--- config.mk ---
export PLATFORM = sky130hd
export DESIGN_NAME = dual_cpu_mailbox_fifo
export DESIGN_NICKNAME = d
export VERILOG_FILES = /design/src/rtl/dcmf_pkg.sv /design/src/rtl/dual_cpu_mailbox_fifo.sv /design/src/rtl/dcmf_queue.sv
export VERILOG_INCLUDE_DIRS = /design/src /design/src/rtl
export SDC_FILE = /design/constraint.sdc
export NUM_CORES = 1
export LEC_CHECK = 0
export BUFFER_PORTS_ARGS = -buffer_cell sky130_fd_sc_hd__buf_2
export CORE_ASPECT_RATIO = 0.6
export CORE_MARGIN = 1.5
export CORE_UTILIZATION = 49
export DETAILED_ROUTE_END_ITERATION = 7
export HOLD_SLACK_MARGIN = 0.02
export PLACE_DENSITY = 0.75
export SYNTH_ARGS = -nofsm -noshare
export SYNTH_HDL_FRONTEND = slang
export SYNTH_SLANG_ARGS = --single-unit
--- constraint.sdc ---
create_clock -name clk -period 4.8 [get_ports clk]
set_input_delay 0.48 -clock clk [delete_from_list [all_inputs] [get_ports clk]]
set_output_delay 0.48 -clock clk [all_outputs]
set_load 0.01 [all_outputs]
--- src/rtl/dual_cpu_mailbox_fifo_defines.svh ---
// assertion macros for the dual processor mailbox
`ifndef DUAL_CPU_MAILBOX_FIFO_DEFINES_SVH
`define DUAL_CPU_MAILBOX_FIFO_DEFINES_SVH

`ifndef SYNTHESIS

// property must hold at every clock edge outside reset
`define DCMF_ASSERT(label, prop, msg) \
  label: assert property (@(posedge clk) disable iff (!rst_n) (prop)) else $error(msg);

// condition must never be seen outside reset
`define DCMF_ASSERT_NEVER(label, cond, msg) \
  label: assert property (@(posedge clk) disable iff (!rst_n) !(cond)) else $error(msg);

`else

`define DCMF_ASSERT(label, prop, msg)
`define DCMF_ASSERT_NEVER(label, cond, msg)

`endif

`endif

--- src/rtl/dcmf_pkg.sv ---
// types and constants shared by the mailbox modules
package dcmf_pkg;

  localparam int DCMF_QUEUE_DEPTH = 16;
  localparam int WORD_W           = 32;

  // access codes
  localparam logic [2:0] OP_POP      = 3'd0;
  localparam logic [2:0] OP_RD_CTRL  = 3'd1;
  localparam logic [2:0] OP_PUSH     = 3'd2;
  localparam logic [2:0] OP_WR_CTRL  = 3'd3;
  localparam logic [2:0] OP_RD_SYNC  = 3'd4;
  localparam logic [2:0] OP_WR_SYNC  = 3'd5;

  // configuration register indexes
  localparam logic CFG_MAIN_IRQ = 1'b0;
  localparam logic CFG_SUB_IRQ  = 1'b1;

  // control register bits
  localparam logic [7:0] CTRL_HI_RESET     = 8'h41;
  localparam int         CTRL_CLR_SEND_BIT = 3;
  localparam int         CTRL_CLR_RECV_BIT = 11;
  localparam int         SYNC_IRQ_BIT      = 13;

  // side indexes of the per-side registers
  localparam logic SIDE_MAIN = 1'b0;
  localparam logic SIDE_SUB  = 1'b1;

  typedef struct packed {
    logic [2:0]        opcode;
    logic              from_main;
    logic [WORD_W-1:0] write_data;
  } dcmf_in_t;

  typedef struct packed {
    logic [WORD_W-1:0] read_data;
    logic              push_dropped;
    logic              main_recv_irq;
    logic              main_send_irq;
    logic              sub_recv_irq;
    logic              sub_send_irq;
    logic              sub_sync_irq;
  } dcmf_out_t;

  // per-queue commands, already qualified against empty and full
  typedef struct packed {
    logic push;
    logic pop;
    logic clear;
  } dcmf_qctl_t;

  typedef struct packed {
    logic empty;
    logic full;
  } dcmf_qstat_t;

endpackage

--- src/rtl/dual_cpu_mailbox_fifo.sv ---
// top level of the dual processor mailbox with its two word queues
//
//  port group   dir  handshake             payload
//  in_*         in   in_valid / in_ready   dcmf_in_t  (opcode, from_main, write_data)
//  out_*        out  out_valid / out_ready dcmf_out_t (read_data, flags, irq pulses)
//  cfg_*        in   cfg_we                cfg_index, cfg_wdata
//
// an accepted transaction is held in the input register, is worked
// in a single pass against the queue heads and counts, and lands in the
// result register, which drives out_valid; one transaction per cycle is
// sustained while results are taken; the queue head read is registered
// and looks ahead to the pointer the current transaction leaves behind
// a stalled result holds the result register, and the input register holds
// behind it; in_ready drops only when both are full
// synchronous reset empties both queues, sets the control bytes to 0x41 and
// clears the sync nibbles and the irq attach bits
`include "dual_cpu_mailbox_fifo_defines.svh"

module dual_cpu_mailbox_fifo
  import dcmf_pkg::*;
#(
  parameter int QUEUE_DEPTH = DCMF_QUEUE_DEPTH
) (
  input  logic      clk,
  input  logic      rst_n,
  // request channel
  input  logic      in_valid,
  output logic      in_ready,
  input  dcmf_in_t  in_data,
  // result channel
  output logic      out_valid,
  input  logic      out_ready,
  output dcmf_out_t out_data,
  // configuration writes
  input  logic      cfg_we,
  input  logic      cfg_index,
  input  logic      cfg_wdata
);

  // input register
  dcmf_in_t s1_r;
  logic     s1_v_r;
  logic     s1_adv;

  // result register
  dcmf_out_t out_r;
  logic      out_v_r;
  dcmf_out_t res;

  // per-side registers, indexed main then sub
  logic [7:0] ctrl_hi_r [2];
  logic [3:0] sync_r [2];
  logic       main_conn_r;
  logic       sub_conn_r;

  // queue main-to-sub is main's send and sub's receive; sub-to-main the reverse
  dcmf_qctl_t        m2s_ctl, s2m_ctl;
  dcmf_qstat_t       m2s_stat, s2m_stat, m2s_stat_nxt, s2m_stat_nxt;
  logic [WORD_W-1:0] m2s_head, s2m_head;

  // views of the current transaction from the accessor's side
  logic              fm;
  logic              side;
  logic [WORD_W-1:0] wd;
  dcmf_qstat_t       send_stat, recv_stat;
  logic [WORD_W-1:0] recv_head;
  logic              do_push, do_pop, clr_send, clr_recv, trig;

  // a transaction moves on whenever the result register is free or draining
  assign s1_adv   = s1_v_r && (!out_v_r || out_ready);
  assign in_ready = !s1_v_r || s1_adv;

  always_ff @(posedge clk) begin
    if (!rst_n) begin
      s1_v_r  <= 1'b0;
      out_v_r <= 1'b0;
    end else begin
      if (in_ready) begin
        s1_v_r <= in_valid;
      end
      if (s1_adv) begin
        out_v_r <= 1'b1;
      end else if (out_ready) begin
        out_v_r <= 1'b0;
      end
    end
  end

  always_ff @(posedge clk) begin
    if (in_ready && in_valid) begin
      s1_r <= in_data;
    end
    if (s1_adv) begin
      out_r <= res;
    end
  end

  assign fm        = s1_r.from_main;
  assign side      = fm ? SIDE_MAIN : SIDE_SUB;
  assign wd        = s1_r.write_data;
  assign send_stat = fm ? m2s_stat : s2m_stat;
  assign recv_stat = fm ? s2m_stat : m2s_stat;
  assign recv_head = fm ? s2m_head : m2s_head;

  assign do_push  = s1_adv && (s1_r.opcode == OP_PUSH) && !send_stat.full;
  assign do_pop   = s1_adv && (s1_r.opcode == OP_POP) && !recv_stat.empty;
  assign clr_send = s1_adv && (s1_r.opcode == OP_WR_CTRL) && wd[CTRL_CLR_SEND_BIT];
  assign clr_recv = s1_adv && (s1_r.opcode == OP_WR_CTRL) && wd[CTRL_CLR_RECV_BIT];

  always_comb begin
    m2s_ctl.push  = do_push && fm;
    m2s_ctl.pop   = do_pop && !fm;
    m2s_ctl.clear = fm ? clr_send : clr_recv;
    s2m_ctl.push  = do_push && !fm;
    s2m_ctl.pop   = do_pop && fm;
    s2m_ctl.clear = fm ? clr_recv : clr_send;
  end

  dcmf_queue #(
    .DEPTH (QUEUE_DEPTH)
  ) u_m2s (
    .clk       (clk),
    .rst_n     (rst_n),
    .ctl       (m2s_ctl),
    .wdata     (wd),
    .head_word (m2s_head),
    .stat      (m2s_stat),
    .stat_nxt  (m2s_stat_nxt)
  );

  dcmf_queue #(
    .DEPTH (QUEUE_DEPTH)
  ) u_s2m (
    .clk       (clk),
    .rst_n     (rst_n),
    .ctl       (s2m_ctl),
    .wdata     (wd),
    .head_word (s2m_head),
    .stat      (s2m_stat),
    .stat_nxt  (s2m_stat_nxt)
  );

  // single pass over the transaction in the input register
  always_comb begin
    res  = '0;
    trig = 1'b0;
    unique case (s1_r.opcode)
      OP_POP: begin
        if (!recv_stat.empty) begin
          res.read_data = recv_head;
          trig          = 1'b1;
        end
      end
      OP_RD_CTRL: begin
        // bit 14 reads as enabled; status replaces the low stored bits
        res.read_data = {16'h0, ctrl_hi_r[side][7], 1'b1, ctrl_hi_r[side][5:2],
                         recv_stat.full, recv_stat.empty, 6'h0,
                         send_stat.full, send_stat.empty};
      end
      OP_PUSH: begin
        if (send_stat.full) begin
          res.push_dropped = 1'b1;
        end else begin
          trig = 1'b1;
        end
      end
      OP_WR_CTRL: begin
        trig = 1'b1;
      end
      OP_RD_SYNC: begin
        // each side reads its partner's nibble
        res.read_data = {28'h0, sync_r[fm]};
      end
      OP_WR_SYNC: begin
        res.sub_sync_irq = fm && wd[SYNC_IRQ_BIT] && sub_conn_r;
        trig             = 1'b1;
      end
      default: begin
      end
    endcase
    // the queue irq pulses report the queue state after this transaction
    res.main_recv_irq = trig && main_conn_r && !s2m_stat_nxt.empty;
    res.main_send_irq = trig && main_conn_r && m2s_stat_nxt.empty;
    res.sub_recv_irq  = trig && sub_conn_r && !m2s_stat_nxt.empty;
    res.sub_send_irq  = trig && sub_conn_r && s2m_stat_nxt.empty;
  end

  // control bytes and sync nibbles
  always_ff @(posedge clk) begin
    if (!rst_n) begin
      ctrl_hi_r[SIDE_MAIN] <= CTRL_HI_RESET;
      ctrl_hi_r[SIDE_SUB]  <= CTRL_HI_RESET;
      sync_r[SIDE_MAIN]    <= '0;
      sync_r[SIDE_SUB]     <= '0;
    end else if (s1_adv) begin
      if (s1_r.opcode == OP_WR_CTRL) begin
        ctrl_hi_r[side] <= wd[15:8];
      end
      if (s1_r.opcode == OP_WR_SYNC) begin
        sync_r[side] <= wd[3:0];
      end
    end
  end

  // irq controller attach bits
  always_ff @(posedge clk) begin
    if (!rst_n) begin
      main_conn_r <= 1'b0;
      sub_conn_r  <= 1'b0;
    end else if (cfg_we) begin
      if (cfg_index == CFG_MAIN_IRQ) begin
        main_conn_r <= cfg_wdata;
      end
      if (cfg_index == CFG_SUB_IRQ) begin
        sub_conn_r <= cfg_wdata;
      end
    end
  end

  assign out_valid = out_v_r;
  assign out_data  = out_r;

  // checks
  `DCMF_ASSERT_NEVER(a_push_into_full, (m2s_ctl.push && m2s_stat.full) || (s2m_ctl.push && s2m_stat.full), "push issued to a full queue")
  `DCMF_ASSERT_NEVER(a_pop_from_empty, (m2s_ctl.pop && m2s_stat.empty) || (s2m_ctl.pop && s2m_stat.empty), "pop issued to an empty queue")
  `DCMF_ASSERT_NEVER(a_sync_irq_from_sub, s1_adv && res.sub_sync_irq && !s1_r.from_main, "sync irq raised by a sub transaction")
  `DCMF_ASSERT(a_drop_is_quiet, (out_valid && out_data.push_dropped) |-> (out_data.read_data == '0 && !out_data.main_recv_irq && !out_data.sub_recv_irq), "dropped push carries data or irq")
  `DCMF_ASSERT(a_ready_when_empty, !s1_v_r |-> in_ready, "input stalled with an empty input register")

endmodule

--- src/rtl/dcmf_queue.sv ---
// one direction of the mailbox: word storage, pointers and fill count
module dcmf_queue
  import dcmf_pkg::*;
#(
  parameter int DEPTH = DCMF_QUEUE_DEPTH
) (
  input  logic              clk,
  input  logic              rst_n,
  input  dcmf_qctl_t        ctl,
  input  logic [WORD_W-1:0] wdata,
  output logic [WORD_W-1:0] head_word,
  output dcmf_qstat_t       stat,
  output dcmf_qstat_t       stat_nxt
);

  localparam int PTR_W = $clog2(DEPTH);
  localparam int CNT_W = $clog2(DEPTH + 1);
  localparam logic [PTR_W-1:0] LAST_PTR = PTR_W'(DEPTH - 1);
  localparam logic [CNT_W-1:0] FULL_CNT = CNT_W'(DEPTH);

  logic [WORD_W-1:0] mem [DEPTH];
  logic [WORD_W-1:0] head_word_r;
  logic [PTR_W-1:0]  head_r, head_nxt;
  logic [PTR_W-1:0]  tail_r, tail_nxt;
  logic [CNT_W-1:0]  cnt_r, cnt_nxt;

  always_comb begin
    head_nxt = head_r;
    tail_nxt = tail_r;
    cnt_nxt  = cnt_r;
    if (ctl.clear) begin
      head_nxt = '0;
      tail_nxt = '0;
      cnt_nxt  = '0;
    end else begin
      if (ctl.pop) begin
        head_nxt = (head_r == LAST_PTR) ? '0 : head_r + PTR_W'(1);
        cnt_nxt  = cnt_r - CNT_W'(1);
      end
      if (ctl.push) begin
        tail_nxt = (tail_r == LAST_PTR) ? '0 : tail_r + PTR_W'(1);
        cnt_nxt  = cnt_r + CNT_W'(1);
      end
    end
  end

  always_ff @(posedge clk) begin
    if (!rst_n) begin
      head_r <= '0;
      tail_r <= '0;
      cnt_r  <= '0;
    end else begin
      head_r <= head_nxt;
      tail_r <= tail_nxt;
      cnt_r  <= cnt_nxt;
    end
  end

  // registered read of the next head, bypassing a write to the same entry
  always_ff @(posedge clk) begin
    if (ctl.push) begin
      mem[tail_r] <= wdata;
    end
    if (ctl.push && (tail_r == head_nxt)) begin
      head_word_r <= wdata;
    end else begin
      head_word_r <= mem[head_nxt];
    end
  end

  assign head_word      = head_word_r;
  assign stat.empty     = (cnt_r == '0);
  assign stat.full      = (cnt_r == FULL_CNT);
  assign stat_nxt.empty = (cnt_nxt == '0);
  assign stat_nxt.full  = (cnt_nxt == FULL_CNT);

endmodule
==> results of run 1 <==
[placed cells by master (no fill, tap or decap), types with 14 or more instances in the layout]
master / instances
a21oi_1: 50
a22oi_1: 22
and2_1: 26
buf_2: 82
buf_4: 43
clkbuf_1: 22
clkbuf_16: 102
clkinv_1: 22
dfxtp_1: 31
dlygate4sd3_1: 36
edfxtp_1: 1116
ha_1: 14
mux2i_1: 34
mux4_2: 289
nand2_1: 79
nand2b_1: 14
nor2_1: 47
nor2b_1: 20
nor3_1: 15
[cell type report]
type	instances	area, um^2
inverter	14	52.55
fill	6549	39720
clock buffer	128	2690
timing repair buffer	167	1214
multi-input combinational	783	9761
sequential	1155	34310
clock inverter	57	485.5
tap	1218	1524
[worst max-delay path, cell delays in order, from the launching register on]
cell	delay [ps]
edfxtp_1	540
nand2b_1	280
nor3_1	450
nand3_1	470
nor3b_2	430
and2_2	950
[timing repair]
item                                   4_1_cts  5_1_grt
setup endpoints to repair                    0        0
hold buffers                                36        0
endpoints found under the hold margin       37        0
[power by group through the flow]
stage	combinational (W)	clock (W)	sequential (W)
floorplan	0.000108	0	0.0114
global placement	0.000265	0	0.0114
detailed placement	0.000278	0	0.0114
CTS	0.000301	0.00800	0.0112
global route	0.000324	0.00840	0.0112
finish	0.000304	0.00792	0.0112
[cells by family after synthesis]
group                    Yosys count  synth area share
AO/OA/AOI/OAI                    150           0.02307
XOR/XNOR                          10          0.001969
adder cells (fa/ha/maj)           14          0.003939
buffers and inverters            121           0.01232
flip-flops                      1155            0.7712
multiplexers                     323            0.1540
AND/OR/NAND/NOR                  286           0.03351
[sequential cells by signal, summed over array words and instances (netlist names), 5 cells and up, named ones only]
name / flops
u_s2m.cnt_r: 5
ctrl_hi_r: 10
u_m2s.cnt_r: 5
out_data: 38
sync_r: 8
u_s2m.mem: 512
wd: 32
u_m2s.mem: 512
[through the flow]
step                power, W  cell area [um^2]    util  hold WS [ps]
floorplan            0.01151             44470       -         457.1
global placement     0.01167             46500  0.5181         481.6
detailed placement   0.01170             46500  0.5181         486.6
CTS                  0.01950             50040  0.5575         27.91
global route         0.01993             50040  0.5575         45.81
finish               0.01943             50040  0.5575         68.44
[metal layers]
| layer | wire (um) | vias up | global-route usage |
|---|---|---|---|
| li1 | - | 8923 | - |
| met1 | 43400 | 11593 | 0.3610 |
| met2 | 44920 | 1353 | 0.3145 |
| met3 | 12880 | 140 | 0.05649 |
| met4 | 1754 | 0 | 0.04569 |
| met5 | 0 | - | 0 |
[worst min-delay path by stage]
stage	start	end	slack [ps]
3_5_place_dp	u_s2m.head_r[3]	register	490
2_1_floorplan	sub_conn_r	sub_conn_r	460
5_1_grt	cfg_wdata	sub_conn_r	50
6_report	cfg_we	sub_conn_r	70
4_1_cts	cfg_we	sub_conn_r	30
3_3_place_gp	u_s2m.head_r[3]	register	480
==> summary.txt, run 1 <==
Outcome
  – Status: completed

Logic synthesis
  – Number of distinct library cells after synthesis: 62
  – Post-synth top area share: 0.7536
  – Async set or reset register ratio after synthesis: 0
  – Yosys Warn Count: 0
  – Synth area leader: edfxtp_1
  – Gate Count Post-Synth: 2059
  – Synthesized area: 44470 um^2
  – EDFF count, synth: 1116
  – Synth area leaders: edfxtp_1 75%, mux4_2 15%, dfxtp_1 1.8%
  – Main synth FF type: edfxtp_1
  – Synthesized flop and latch total: 1155
  – Mapped Nets: 2116
  – Seq/Total Area, Yosys: 0.7712
  – Mean post-synth cell area: 21.60 um^2
  – Post-synth top cells: 1116 x edfxtp_1, 289 x mux4_2, 79 x nand2_1
  – Most common cell in the synthesized netlist: edfxtp_1

Die
  – Rows: 85
  – Die Width: 391.9 um
  – Die area: 92630 um^2
  – Die Height: 236.4 um
  – Starting Density: 0.4954
  – Core area: 89760 um^2
  – Boundary Pins: 83

Setup path
  – CP startpoint: s1_r[35]
  – R2R cell count: 5
  – WP data required: 5100 ps
  – Crit Path Category: register to register
  – Reg2reg setup slack: 1260 ps
  – Setup crit end kind: register
  – Arrival time worst endpoint: 3840 ps
  – CP startpoint kind: register
  – Worst reg2reg path endpoint: u_s2m.mem[4][25]
  – Setup crit end: u_s2m.mem[4][25]
  – Critical path peak fanout: 32
  – Reg-to-Reg Start: s1_r[35]

Placed design
  – HPWL Detailed: 61.01 mm
  – DP Worst Slack: 1361 ps
  – RD Place Congestion: 0.8858
  – IO buf count: 82
  – Inst Count DP: 3301

Global routing
  – Total Routing Usage GR: 0.2255
  – Number of global-route vias before repair: 21604
  – Largest net degree at the start of global routing: 59
  – Total grt overflow: 0
  – Initial antenna violation count: 3
  – First-pass GRT wire length: 149.4 mm

STA
  – Final setup viols: 0
  – Max Slew Vio Count: 0
  – Tightest Pin Transition: 1429 ps
  – RSZ-0062 raised after global routing: no
  – Worst setup margin: 1262 ps
  – Final period util: 0.7370
  – Fmax: 282.7 MHz
  – Rel. slew slack: 0.04743
  – Min Tclk post-route: 3538 ps
  – Clk_skew: 32.19 ps
  – Final hold violation count: 0
  – Setup TNS: 0 ps

Route
  – First DRT Iteration DRCs: 3238
  – DR vias/cell: 6.249
  – Total number of vias: 22009
  – Wire length per cell: 29.23 um
  – Final WL: 103.0 mm
  – DRC violations left: 0
  – Post-route ant nets: 0
  – DRT Pass-1 Iters: 7

Pwr
  – Comb power frac: 0.016
  – Leak: 15.32 nW
  – Peak supply drop: 0.0003856 V
  – Clock Power Share: 0.408
  – Pwr Density: 388.3 nW/um^2
  – Internal power: 0.01550 W
  – Switching share of power: 0.2023
  – Net load switching power: 0.003931 W
  – Reg power frac: 0.577

Layout
  – Area Overhead vs Synth: 12.53%
  – NumNets Final: 2278
  – Number of antenna diodes: 0
  – Layout cells sized above 1: 0.2674
  – Final non-filler cell total: 3522

Clock network
  – Root Buffer: clkbuf_16
  – # clock sinks: 1155
  – CTS tree: yes
  – CTS Buffer Depth: 3
  – Post-CTS Setup Inserts: 0
  – TritonCTS Buffers: 100
  – Reg clk slew, reported paths: 70 ps
  – Clock latency at the later pin of the worst-skew pair: 710 ps
  – H-Tree Depth: 3
  – # resized after CTS: 0

Run
  – MaxCap Viol Count: 0

Min path
  – HP Class: input pin to register
  – Hold Path Depth: 3
(Power assumes the default switching activity.)
==> run 2, diff against run 1 <==
- clock period: 4.8 -> 3.36 ns (I/O delays scaled with it)
==> summary.txt, run 2 (synthesis gave the netlist of run 1 again) <==
Setup path
  – Setup crit end kind: register
  – Critical path peak fanout: 19
  – CP startpoint kind: register
  – Reg2reg setup slack: 350 ps
  – Crit Path Category: register to register
  – Arrival time worst endpoint: 3360 ps
  – WP data required: 3710 ps

Route
  – Total number of vias: 22324
  – DRC violations left: 0
  – DRT Pass-1 Iters: 6
  – Final WL: 103.0 mm
  – Wire length per cell: 28.70 um
  – Post-route ant nets: 0
  – First DRT Iteration DRCs: 2891
  – DR vias/cell: 6.224

Layout
  – Area Overhead vs Synth: 14.54%
  – NumNets Final: 2347
  – Number of antenna diodes: 0
  – Most frequent cells in the layout: 1116 x edfxtp_1, 289 x mux4_2, 101 x clkbuf_16, 83 x buf_4, 82 x buf_2
  – Most common cell after layout, fill and taps aside: edfxtp_1
  – Layout cells sized above 1: 0.2870

STA
  – Final setup viols: 0
  – Fmax: 332.0 MHz
  – Clk_skew: 48.26 ps
  – Worst setup margin: 348.3 ps
  – Final period util: 0.8963
  – Final hold violation count: 0
  – Tightest Pin Transition: 1393 ps
  – Setup TNS: 0 ps
  – Rel. slew slack: 0.07115
  – Max Slew Vio Count: 0
  – RSZ-0062 raised after global routing: no
  – Min Tclk post-route: 3012 ps

Placed design
  – HPWL Detailed: 61.89 mm
  – RD Place Congestion: 0.8954
  – DP Worst Slack: 381.3 ps
  – IO buf count: 82

Clock network
  – Reg clk slew, reported paths: 70 ps
  – H-Tree Depth: 3
  – # clock sinks: 1155
  – CTS Buffer Depth: 3
  – TritonCTS Buffers: 100
  – Root Buffer: clkbuf_16
  – CTS tree: yes
  – Clock latency at the later pin of the worst-skew pair: 700 ps

Die
  – Starting Density: 0.4954
  – Die Width: 391.9 um
  – Core area: 89760 um^2
  – Boundary Pins: 83
  – Die Height: 236.4 um
  – Rows: 85
  – Die area: 92630 um^2

Outcome
  – Status: completed

Global routing
  – Number of global-route vias before repair: 22305
  – Total grt overflow: 0
  – First-pass GRT wire length: 150.8 mm
  – Largest net degree at the start of global routing: 74
  – Initial antenna violation count: 5
  – Total Routing Usage GR: 0.2251

Pwr
  – Pwr Density: 546.4 nW/um^2
  – Peak supply drop: 0.0004529 V
  – Leak: 15.76 nW

Run
  – MaxCap Viol Count: 0

Min path
  – HP Class: input pin to register
==> run 2: changes by cell type in the layout (fill, tap and decap cells not counted), moves of 4 or more <==
| cell | previous run | this run |
|---|---|---|
| nor3_2 | 5 | 1 |
| nor3_4 | 0 | 4 |
| dlygate4sd3_1 | 36 | 41 |
| buf_4 | 43 | 83 |
| clkinv_2 | 11 | 19 |
| clkbuf_8 | 4 | 0 |
| clkinv_4 | 5 | 1 |
| buf_12 | 6 | 29 |
==> run 2: final timing paths <==
path,from,endpoint,cells after the start
min reg2reg,u_s2m.head_r[3],register,2
min,cfg_index,main_conn_r,4
max reg2reg,u_s2m.cnt_r[0],u_s2m.mem[15][26],7
max,u_s2m.cnt_r[0],u_s2m.mem[15][26],7
==> run 2: what timing repair did <==
action / in CTS / in global routing
endpoints found under the hold margin: 40 / 0
hold buffers: 41 / 0
setup buffers: 0 / 0
gates resized for setup: 0 / 0
==> run 2: layout make-up <==
class / instances / area, um^2
Inverter: 14 / 52.55
Timing Repair Buffer: 236 / 2052
Sequential cell: 1155 / 34310
Clock inverter: 61 / 610.6
Clock buffer: 120 / 2599
Multi-Input combinational cell: 783 / 9786
Fill cell: 6457 / 38820
Tap cell: 1218 / 1524
==> run 2: worst max-delay path: stages (launching register included) <==
cell       delay [ps]
dfxtp_1           480
inv_1             110
ha_1              260
nand4bb_1         180
or4b_1            530
nor2_1            470
and4_2            330
buf_4             320
==> run 2: metrics by stage <==
step	power, W	cells	util	cell area, um^2	hold slack (ps)
5_1_grt	0.02857	3587	0.5675	50940	73.39
2_1_floorplan	0.01644	2059	-	44490	434.9
3_3_place_gp	0.01667	3364	0.5268	47290	481.4
4_1_cts	0.02798	3586	0.5672	50910	21.17
6_report	0.02783	3587	0.5675	50940	66.36
3_5_place_dp	0.01671	3364	0.5268	47290	493.4
==> run 2: report_power, final <==
| group | internal [W] | switching (W) | leakage, nW |
|---|---|---|---|
| Clock | 0.00625 | 0.00514 | 1.56 |
| Combinational | 0.000148 | 0.000241 | 3.77 |
| Sequential | 0.0158 | 0.000206 | 10.4 |
==> run 2: layer usage <==
layer  GRT usage  up-vias  part of all wire
met1      0.3524    11740              0.42
met5           0        -                 0
met4     0.04780        0             0.018
met2      0.3265     1354              0.45
li1            -     9070                 -
met3     0.04961      160              0.11
==> run 3, diff against run 2 <==
- CTS_BUF_LIST: unset -> sky130_fd_sc_hd__clkbuf_4
==> summary.txt, run 3 (synthesis gave the netlist of run 1 again) <==
Layout
  – Most frequent cells in the layout: 1116 x edfxtp_1, 390 x clkbuf_4, 289 x mux4_2, 86 x dlygate4sd3_1, 83 x buf_4
  – NumNets Final: 2568
  – Layout cells sized above 1: 0.3517
  – Area Overhead vs Synth: 15.39%
  – Final non-filler cell total: 3887
  – Most common cell after layout, fill and taps aside: edfxtp_1

Clock network
  – TritonCTS Buffers: 276
  – CTS Buffer Depth: 4
  – Clock latency at the later pin of the worst-skew pair: 1140 ps
  – CTS tree: yes
  – H-Tree Depth: 5
  – # clock sinks: 1155
  – Root Buffer: clkbuf_4
  – Reg clk slew, reported paths: 70 ps

Setup path
  – CP startpoint kind: register
  – Critical path peak fanout: 19
  – WP data required: 4110 ps
  – Arrival time worst endpoint: 3850 ps
  – Setup crit end kind: register
  – Crit Path Category: register to register

Pwr
  – Switching share of power: 0.2110
  – Clock Power Share: 0.392
  – Pwr Density: 528.5 nW/um^2
  – Leak: 16.29 nW
  – Reg power frac: 0.592
  – Net load switching power: 0.005721 W
  – Internal power: 0.02140 W
  – Comb power frac: 0.016
  – Peak supply drop: 0.0003877 V

Route
  – Wire length per cell: 26.96 um
  – Total number of vias: 23454
  – Post-route ant nets: 0
  – DRT Pass-1 Iters: 6
  – DR vias/cell: 6.034
  – Final WL: 104.8 mm
  – First DRT Iteration DRCs: 2825
  – DRC violations left: 0

Global routing
  – Total grt overflow: 0
  – Total Routing Usage GR: 0.2307
  – Largest net degree at the start of global routing: 74
  – Number of global-route vias before repair: 23932
  – Initial antenna violation count: 7
  – First-pass GRT wire length: 154.8 mm

Die
  – Core area: 89760 um^2
  – Boundary Pins: 83
  – Die area: 92630 um^2
  – Die Height: 236.4 um
  – Starting Density: 0.4954
  – Rows: 85
  – Die Width: 391.9 um

Placed design
  – Inst Count DP: 3364
  – RD Place Congestion: 0.8954
  – HPWL Detailed: 61.89 mm
  – IO buf count: 82

STA
  – RSZ-0062 raised after global routing: no
  – Rel. slew slack: 0.06621
  – Clk_skew: 83.39 ps
  – Tightest Pin Transition: 1401 ps
  – Final setup viols: 0
  – Final hold violation count: 0
  – Min Tclk post-route: 3097 ps
  – Fmax: 322.9 MHz
  – Final period util: 0.9218
  – Max Slew Vio Count: 0
  – Setup TNS: 0 ps

Run
  – MaxCap Viol Count: 0

Min path
  – HP Class: input pin to register

Outcome
  – Status: completed
## run 3: power by group through the flow
stage               sequential (W)  combinational (W)  clock, W
finish                      0.0160           0.000431    0.0106
global placement            0.0163           0.000324         0
CTS                         0.0160           0.000414    0.0109
global route                0.0161           0.000458    0.0116
detailed placement          0.0164           0.000338         0
floorplan                   0.0163           0.000154         0
## run 3: cell type report
class | count | area, um^2
fillers | 6577 | 38450
flip-flops and latches | 1155 | 34310
multi-input cells | 783 | 9786
clock buffers | 390 | 2928
repair buffers | 281 | 2502
well taps | 1218 | 1524
clock inverters | 44 | 201.4
inverters | 14 | 52.55
diodes | 2 | 5.005
## run 3: worst max-delay path, cell delays in order (launching register included)
cell	delay, ps
dfxtp_1	480
inv_1	120
ha_1	260
nand4bb_1	190
or4b_1	530
nor2_1	500
and4_2	340
buf_4	320
## run 3: through the flow
stage,util,worst slack [ps],power (W),instance area [um^2],hold WS [ps]
6_report,0.5716,262.9,0.02712,51310,223.8
5_1_grt,0.5716,210.3,0.02812,51310,211.3
4_1_cts,0.5713,343.9,0.02735,51280,89.79
3_5_place_dp,0.5268,381.3,0.01671,47290,493.4
3_3_place_gp,0.5268,471.7,0.01667,47290,481.4
2_1_floorplan,-,43.83,0.01644,44490,434.9
## run 3: metal layers
| metal | track usage | vias to the layer above | share of wire |
|---|---|---|---|
| li1 | - | 9648 | - |
| met1 | 0.3502 | 12089 | 0.42 |
| met2 | 0.3303 | 1532 | 0.44 |
| met3 | 0.05987 | 183 | 0.12 |
| met4 | 0.06836 | 2 | 0.018 |
| met5 | 0 | - | 0.00010 |
## run 3: what timing repair did
item	in CTS	in global routing
gates resized for setup	0	0
setup endpoints to repair	0	0
endpoints found under the hold margin	147	0
hold buffers	86	0
buffers inserted	0	0
## run 3: worst paths after layout
check,from,to,slack (ps),cells after the start
max,u_s2m.cnt_r[0],u_s2m.mem[15][18],260,7
min reg2reg,u_m2s.head_r[3],register,530,2
min,out_ready,out_valid,220,4
max reg2reg,u_s2m.cnt_r[0],u_s2m.mem[15][18],260,7
